[src/rtl/msfc_pkg.sv]
// shared types and constants of the membrane solute face coefficient block
`default_nettype none

package msfc_pkg;

  localparam int FracBits = 24;
  localparam int Lanes    = 4;
  localparam int NumW     = 96;
  localparam int RemW     = 64;
  localparam int QuoW     = 32;
  localparam int DivSteps = QuoW;

  localparam logic [24:0] OneQ   = 25'(64'd1 << FracBits);
  localparam logic [31:0] SatPos = 32'h7fff_ffff;
  localparam logic [31:0] SatNeg = 32'h8000_0000;

  typedef enum logic [1:0] {
    RegRejection     = 2'd0,
    RegDiffMin       = 2'd1,
    RegDiffCoeff     = 2'd2,
    RegDiffConcCoeff = 2'd3
  } cfg_reg_e;

  typedef logic [NumW-1:0] num_t;
  typedef logic [RemW-1:0] rem_t;
  typedef logic [QuoW-1:0] quo_t;

  typedef struct packed {
    logic [24:0]        rejection;
    logic [30:0]        diff_min;
    logic [30:0]        diff_coeff;
    logic signed [31:0] diff_conc_coeff;
  } cfg_t;

  typedef struct packed {
    logic        inflow;
    logic        unres;
    logic [30:0] cell_conc;
  } side_t;

endpackage

`default_nettype wire

[src/rtl/msfc_back.sv]
// back pipeline: saturation, sign, boundary value and result registers
`default_nettype none

module msfc_back (
  input  wire logic                                  clk_i,
  input  wire logic                                  rst_ni,
  input  wire logic                                  valid_i,
  input  wire msfc_pkg::side_t                       side_i,
  input  wire msfc_pkg::quo_t [msfc_pkg::Lanes-1:0]  quo_i,
  input  wire logic [msfc_pkg::Lanes-1:0]            sat_i,
  output logic                                       result_valid_o,
  output logic [31:0]                                vic_o,
  output logic [31:0]                                vbc_o,
  output logic [31:0]                                gic_o,
  output logic [31:0]                                gbc_o,
  output logic [31:0]                                bv_o,
  output logic                                       unres_o
);

  // stage g: cap each quotient
  logic [31:0] cap [msfc_pkg::Lanes];
  logic [31:0] val [msfc_pkg::Lanes];

  assign cap[0] = msfc_pkg::SatPos;
  assign cap[1] = side_i.inflow ? msfc_pkg::SatNeg : msfc_pkg::SatPos;
  assign cap[2] = msfc_pkg::SatPos;
  assign cap[3] = msfc_pkg::SatPos;

  for (genvar l = 0; l < msfc_pkg::Lanes; l++) begin : g_cap
    assign val[l] = (sat_i[l] || (quo_i[l] > cap[l])) ? cap[l] : quo_i[l];
  end

  logic        g_valid_q, g_unres_q;
  logic [30:0] g_cc_q;
  logic [31:0] g_vic_q, g_vbc_q, g_gic_q, g_gbc_q;

  always_ff @(posedge clk_i) begin
    g_unres_q <= side_i.unres;
    g_cc_q    <= side_i.cell_conc;
    g_vic_q   <= side_i.unres ? 32'd0 : val[0];
    g_gic_q   <= side_i.unres ? 32'd0 : (side_i.inflow ? (32'd0 - val[1]) : val[1]);
    g_vbc_q   <= val[2];
    g_gbc_q   <= val[3];
  end

  // stage h: cell concentration times value internal coefficient
  logic        h_valid_q, h_unres_q;
  logic [61:0] h_prod_q;
  logic [31:0] h_vic_q, h_vbc_q, h_gic_q, h_gbc_q;

  always_ff @(posedge clk_i) begin
    h_unres_q <= g_unres_q;
    h_prod_q  <= 62'(g_cc_q) * 62'(g_vic_q);
    h_vic_q   <= g_vic_q;
    h_vbc_q   <= g_vbc_q;
    h_gic_q   <= g_gic_q;
    h_gbc_q   <= g_gbc_q;
  end

  // stage i: boundary value and result registers
  logic        res_valid_q, res_unres_q;
  logic [31:0] res_vic_q, res_vbc_q, res_gic_q, res_gbc_q, res_bv_q;
  logic [61:0] prod_sh;
  logic [39:0] bv_sum;

  assign prod_sh = h_prod_q >> msfc_pkg::FracBits;
  assign bv_sum  = 40'(prod_sh) + 40'(h_vbc_q);

  always_ff @(posedge clk_i) begin
    res_unres_q <= h_unres_q;
    res_vic_q   <= h_vic_q;
    res_vbc_q   <= h_vbc_q;
    res_gic_q   <= h_gic_q;
    res_gbc_q   <= h_gbc_q;
    res_bv_q    <= (bv_sum > 40'(msfc_pkg::SatPos)) ? msfc_pkg::SatPos : bv_sum[31:0];
  end

  always_ff @(posedge clk_i or negedge rst_ni) begin
    if (!rst_ni) begin
      g_valid_q   <= 1'b0;
      h_valid_q   <= 1'b0;
      res_valid_q <= 1'b0;
    end else begin
      g_valid_q   <= valid_i;
      h_valid_q   <= g_valid_q;
      res_valid_q <= h_valid_q;
    end
  end

  assign result_valid_o = res_valid_q;
  assign vic_o          = res_vic_q;
  assign vbc_o          = res_vbc_q;
  assign gic_o          = res_gic_q;
  assign gbc_o          = res_gbc_q;
  assign bv_o           = res_bv_q;
  assign unres_o        = res_unres_q;

endmodule

`default_nettype wire

[config.mk]
export PLATFORM = sky130hd
export DESIGN_NAME = msfc_back
export DESIGN_NICKNAME = d
export VERILOG_FILES = /design/src/rtl/msfc_pkg.sv /design/src/rtl/msfc_back.sv
export SDC_FILE = /design/constraint.sdc
export NUM_CORES = 2
export LEC_CHECK = 0
export BUFFER_PORTS_ARGS = -buffer_cell sky130_fd_sc_hd__buf_4
export CAP_MARGIN = 20
export CORE_UTILIZATION = 50
export CTS_CLUSTER_DIAMETER = 100
export CTS_CLUSTER_SIZE = 28
export DETAILED_ROUTE_END_ITERATION = 7
export GPL_ROUTABILITY_DRIVEN = 0
export MAX_ROUTING_LAYER = met4
export PLACE_DENSITY = 0.73
export SLEW_MARGIN = 20
export SYNTH_ARGS = -nofsm -noshare
export SYNTH_HDL_FRONTEND = slang
export SYNTH_SLANG_ARGS = --single-unit
[constraint.sdc]
create_clock -name clk_i -period 9.2 [get_ports clk_i]
set_clock_uncertainty 0.05 [all_clocks]
set_input_delay 1.84 -clock clk_i [delete_from_list [all_inputs] [get_ports clk_i]]
set_output_delay 1.84 -clock clk_i [all_outputs]
set_load 0.05 [all_outputs]
==> run summary <==
The maximum fanout along the worst path came out at 25. The HPWL after detailed placement came out at between 90 and 100 mm. The ratio of cells with drive above 1 in the final layout is 0.106. Entering global routing, the biggest net connects between 50 and 60 pins.

The number of CTS-inserted buffers came out at 26. The vias per cell is 5.29. The tree built by TritonCTS fans out to 491 sinks. The clock reaches the later pin of the worst-skew pair after 640 ps. The number of hold-slack violations in the final timing report came out at 0. The final layout contains 6,184 nets. Global routing finished with a remaining overflow of 0. Among cell families on the critical path, the largest total delay comes from adder cells. Row generation in the floorplan step produced 110 rows. The run finished with clean final reports.

The initial utilization of the core area, before any placement, comes to 0.505. The share of the synthesized area in the top cell type came out at 0.380. The setup violation total in the final timing report came out at 0. The share of the Yosys chip area taken by registers is 0.216. In this run the register-to-register setup slack is 700 ps. From synthesis to final layout, the design area changed by 10.4%. The number of cells produced by synthesis came out at around 4,600.

STA puts the critical path data required time at 9740 ps. The number of flops mapped to enable cells by yosys came out at 0. The number of global-route vias before repair was roughly 35,000. The area of the mapped netlist is 45,500 um^2. The die span in x is about 300 um. The number of violations reported at the end of detailed-routing iteration 0 is about 2,300. The number of max-slew violations in the final report came to 0.

Setup repair after global routing left no endpoint under its margin. The peak clock frequency supported by timing is ~120 MHz. The initial antenna violation count is 3. The wire length of the first global-routing pass is around 190 mm. The slowest cell on the critical path is dfxtp_1.

In this run the tightest slew margin relative to its limit is 0.333. The maximum level of the CTS H-tree is 1. Gates resized during post-CTS repair numbered 0.

The arrival time of data at the critical path endpoint is around 9000 ps. fa_1 takes more of the synthesized area than any other cell. In this run, distinct cell masters in the synthesized netlist total slightly below 80. The post-CTS repair timing setup buffer count came out at 0.

The area of the core is 90,100 um^2. The post-route minimum period is around 8500 ps. The mean routed wirelength per cell is between 15 and 20 um. STA classifies the critical path startpoint as a flip-flop.

TritonCTS built the clock tree. The worst hold path belongs to the class reg2reg. The remaining antenna violation count after routing came out at 0.

The number of input and output port buffers inserted came out at ~330. The most frequent cell on the critical path is fa_1. Across every metal layer, demand over resource in global routing totals 0.271.

The post-route clock period utilization came out at 0.924. For this run, the detailed router's first-pass iteration total came to 6. Counting both buffers and inverters, the worst setup path holds a total of 7.

The I/O pin count came out at 330. The remaining routing DRC violations is 0. The async set-reset flop share out of synthesis is 0.00611. Fill cells in the final layout number around 7,700. The worst setup path is captured at a flip-flop. The count of hold buffers inserted by post-cts repair is 0.

By startpoint and endpoint, the worst setup path is classified as reg2reg. The critical path's largest stage delay came out at 970 ps. The post-synthesis register bit count came out at 491. After clock tree synthesis, the clock-pin slew on the worst setup and hold paths is 100 ps. The final wirelength came out at roughly 120 mm. The number of synthesis warnings came out at 0. The buffer levels on the longest clock path came out at 3. The overall die area is roughly 90,000 um^2. Summed over all failing endpoints, the final setup total negative slack is 0 ps. The die span in y came out at ~300 um. The transition time at the pin with the least slew margin came out at ~1000 ps.

After synthesis, the cell types taking the most area are fa_1, dfxtp_1, ha_1. The detailed router placed roughly 32,000 vias in this run. The reported max-cap violation count came out at 0. The average footprint of a synthesized cell came out at a little under 10 um^2.

The cell sitting at the root of the clock tree is a clkbuf_16. In the synthesized netlist the dominant register cell turns out to be dfxtp_1.
-- cell type report --
class | instances | area [um^2] | area share
Antenna cell | 2 | 5.00 | 0.0000996
Clock buffer | 28 | 658 | 0.0131
Clock inverter | 11 | 191 | 0.00381
Inverter | 843 | 3160 | 0.0630
Multi-Input combinational cell | 3043 | 31600 | 0.630
Sequential cell | 491 | 9850 | 0.196
Tap cell | 1176 | 1470 | 0.0293
Timing Repair Buffer | 434 | 3270 | 0.0651
-- cells in the mapped netlist, types with 10 or more instances --
| cell type | count |
|---|---|
| nand2b_1 | 37 |
| ha_1 | 312 |
| o21ai_0 | 67 |
| inv_1 | 841 |
| or3_1 | 71 |
| clkbuf_1 | 223 |
| a21o_1 | 64 |
| nand3_1 | 25 |
| o211ai_1 | 10 |
| xnor2_1 | 43 |
| nand2_1 | 530 |
| nor2_1 | 125 |
| a211oi_1 | 13 |
| dfxtp_1 | 488 |
| mux2_2 | 11 |
| and2_1 | 536 |
| a21oi_1 | 107 |
| xor2_1 | 31 |
| fa_1 | 865 |
| o21bai_1 | 15 |
| o21a_1 | 11 |
| nand4_1 | 20 |
| nor3_1 | 23 |
-- cell families (layout without fill, tap and decap cells) --
family / count (synthesis) / count (layout) / share of synthesized area
buffers and inverters: 1077 / 1316 / 0.0894
adders and majority gates: 1177 / 1177 / 0.466
other: 1 / 6 / 0.0000824
DFF: 491 / 491 / 0.216
xor gates and xnor gates: 74 / 74 / 0.0142
AOI/OAI and AO/OA: 360 / 360 / 0.0516
muxes: 14 / 14 / 0.00338
and+or+nand+nor: 1414 / 1414 / 0.159
-- per-layer routing --
layer	up-vias	GRT usage	wire [um]
li1	14320	-	-
met1	16068	0.323	45200
met2	1208	0.461	59400
met3	284	0.0395	8170
met4	0	0.112	5580
met5	-	-	0
-- flip-flops by register name, indices dropped and copies added, names as in the netlist, 31 cells and up --
register  cells
gbc_o        32
g_gbc_q      32
h_vbc_q      32
g_gic_q      32
g_vic_q      32
gic_o        32
h_gbc_q      32
vbc_o        32
g_cc_q       31
bv_o         32
g_vbc_q      32
h_prod_q     38
h_vic_q      32
h_gic_q      32
vic_o        32
-- path summary, 6_finish.rpt --
| check | from | to | depth (start not counted) |
|---|---|---|---|
| worst max-delay path | g_cc_q[6]$_DFF_P_ | h_prod_q[56]$_DFF_P_ | 27 |
| worst min-delay path | g_gic_q[8]$_SDFF_PP0_ | h_gic_q[8]$_DFF_P_ | 0 |
| worst max register to register | g_cc_q[6]$_DFF_P_ | h_prod_q[56]$_DFF_P_ | 27 |
| worst min register to register | g_gic_q[8]$_SDFF_PP0_ | h_gic_q[8]$_DFF_P_ | 0 |
| max in group asynchronous | rst_ni | g_valid_q$_DFF_PN0_ | 1 |
| min in group asynchronous | rst_ni | result_valid_o$_DFF_PN0_ | 1 |
-- worst reg2reg max path: cells and delay by family, from the launching register on --
family	cells	cell delay, ps
buffers and inverters	7	750
adder cells (fa/ha/maj)	9	4350
AND/OR/NAND/NOR	3	680
AO/OA/AOI/OAI	8	1670
flip-flops	1	970
-- metrics by stage --
step	setup slack [ps]	instances	utilization	instance area, um^2	hold slack, ps
6_report	696	6028	0.557	50200	262
2_1_floorplan	1930	4611	-	45500	260
3_5_place_dp	779	5987	0.548	49400	262
4_1_cts	811	6026	0.557	50200	263
3_3_place_gp	927	5987	0.548	49400	260
5_1_grt	347	6028	0.557	50200	281
-- placed cells by master, fill, tap and decap left out, types with 5 or more instances in the layout --
master       n
o21a_1      11
dfxtp_2      7
nor3_1      23
a221oi_1     5
fa_1       865
and3_1       6
nor2b_1      8
a2111oi_0    5
nand3_1     25
xor2_1      31
o31ai_1      6
ha_1       312
nand4_1     20
a31oi_1      7
nor2_1     125
dfxtp_1    481
buf_4      433
and2_1     536
a21o_1      64
mux2_2      11
or2_2        5
o211ai_1    10
or3_1       71
clkbuf_16   26
inv_1      841
a311oi_1     5
o21ai_0     67
a31o_2       5
nand2b_1    37
nand2_1    530
and4_1       6
o21bai_1    15
a21oi_1    107
xnor2_1     43
a211oi_1    13
Power is left out: the tool's default activity adds up to more than one toggle a clock period on the data nets, which glitch-free logic cannot reach.
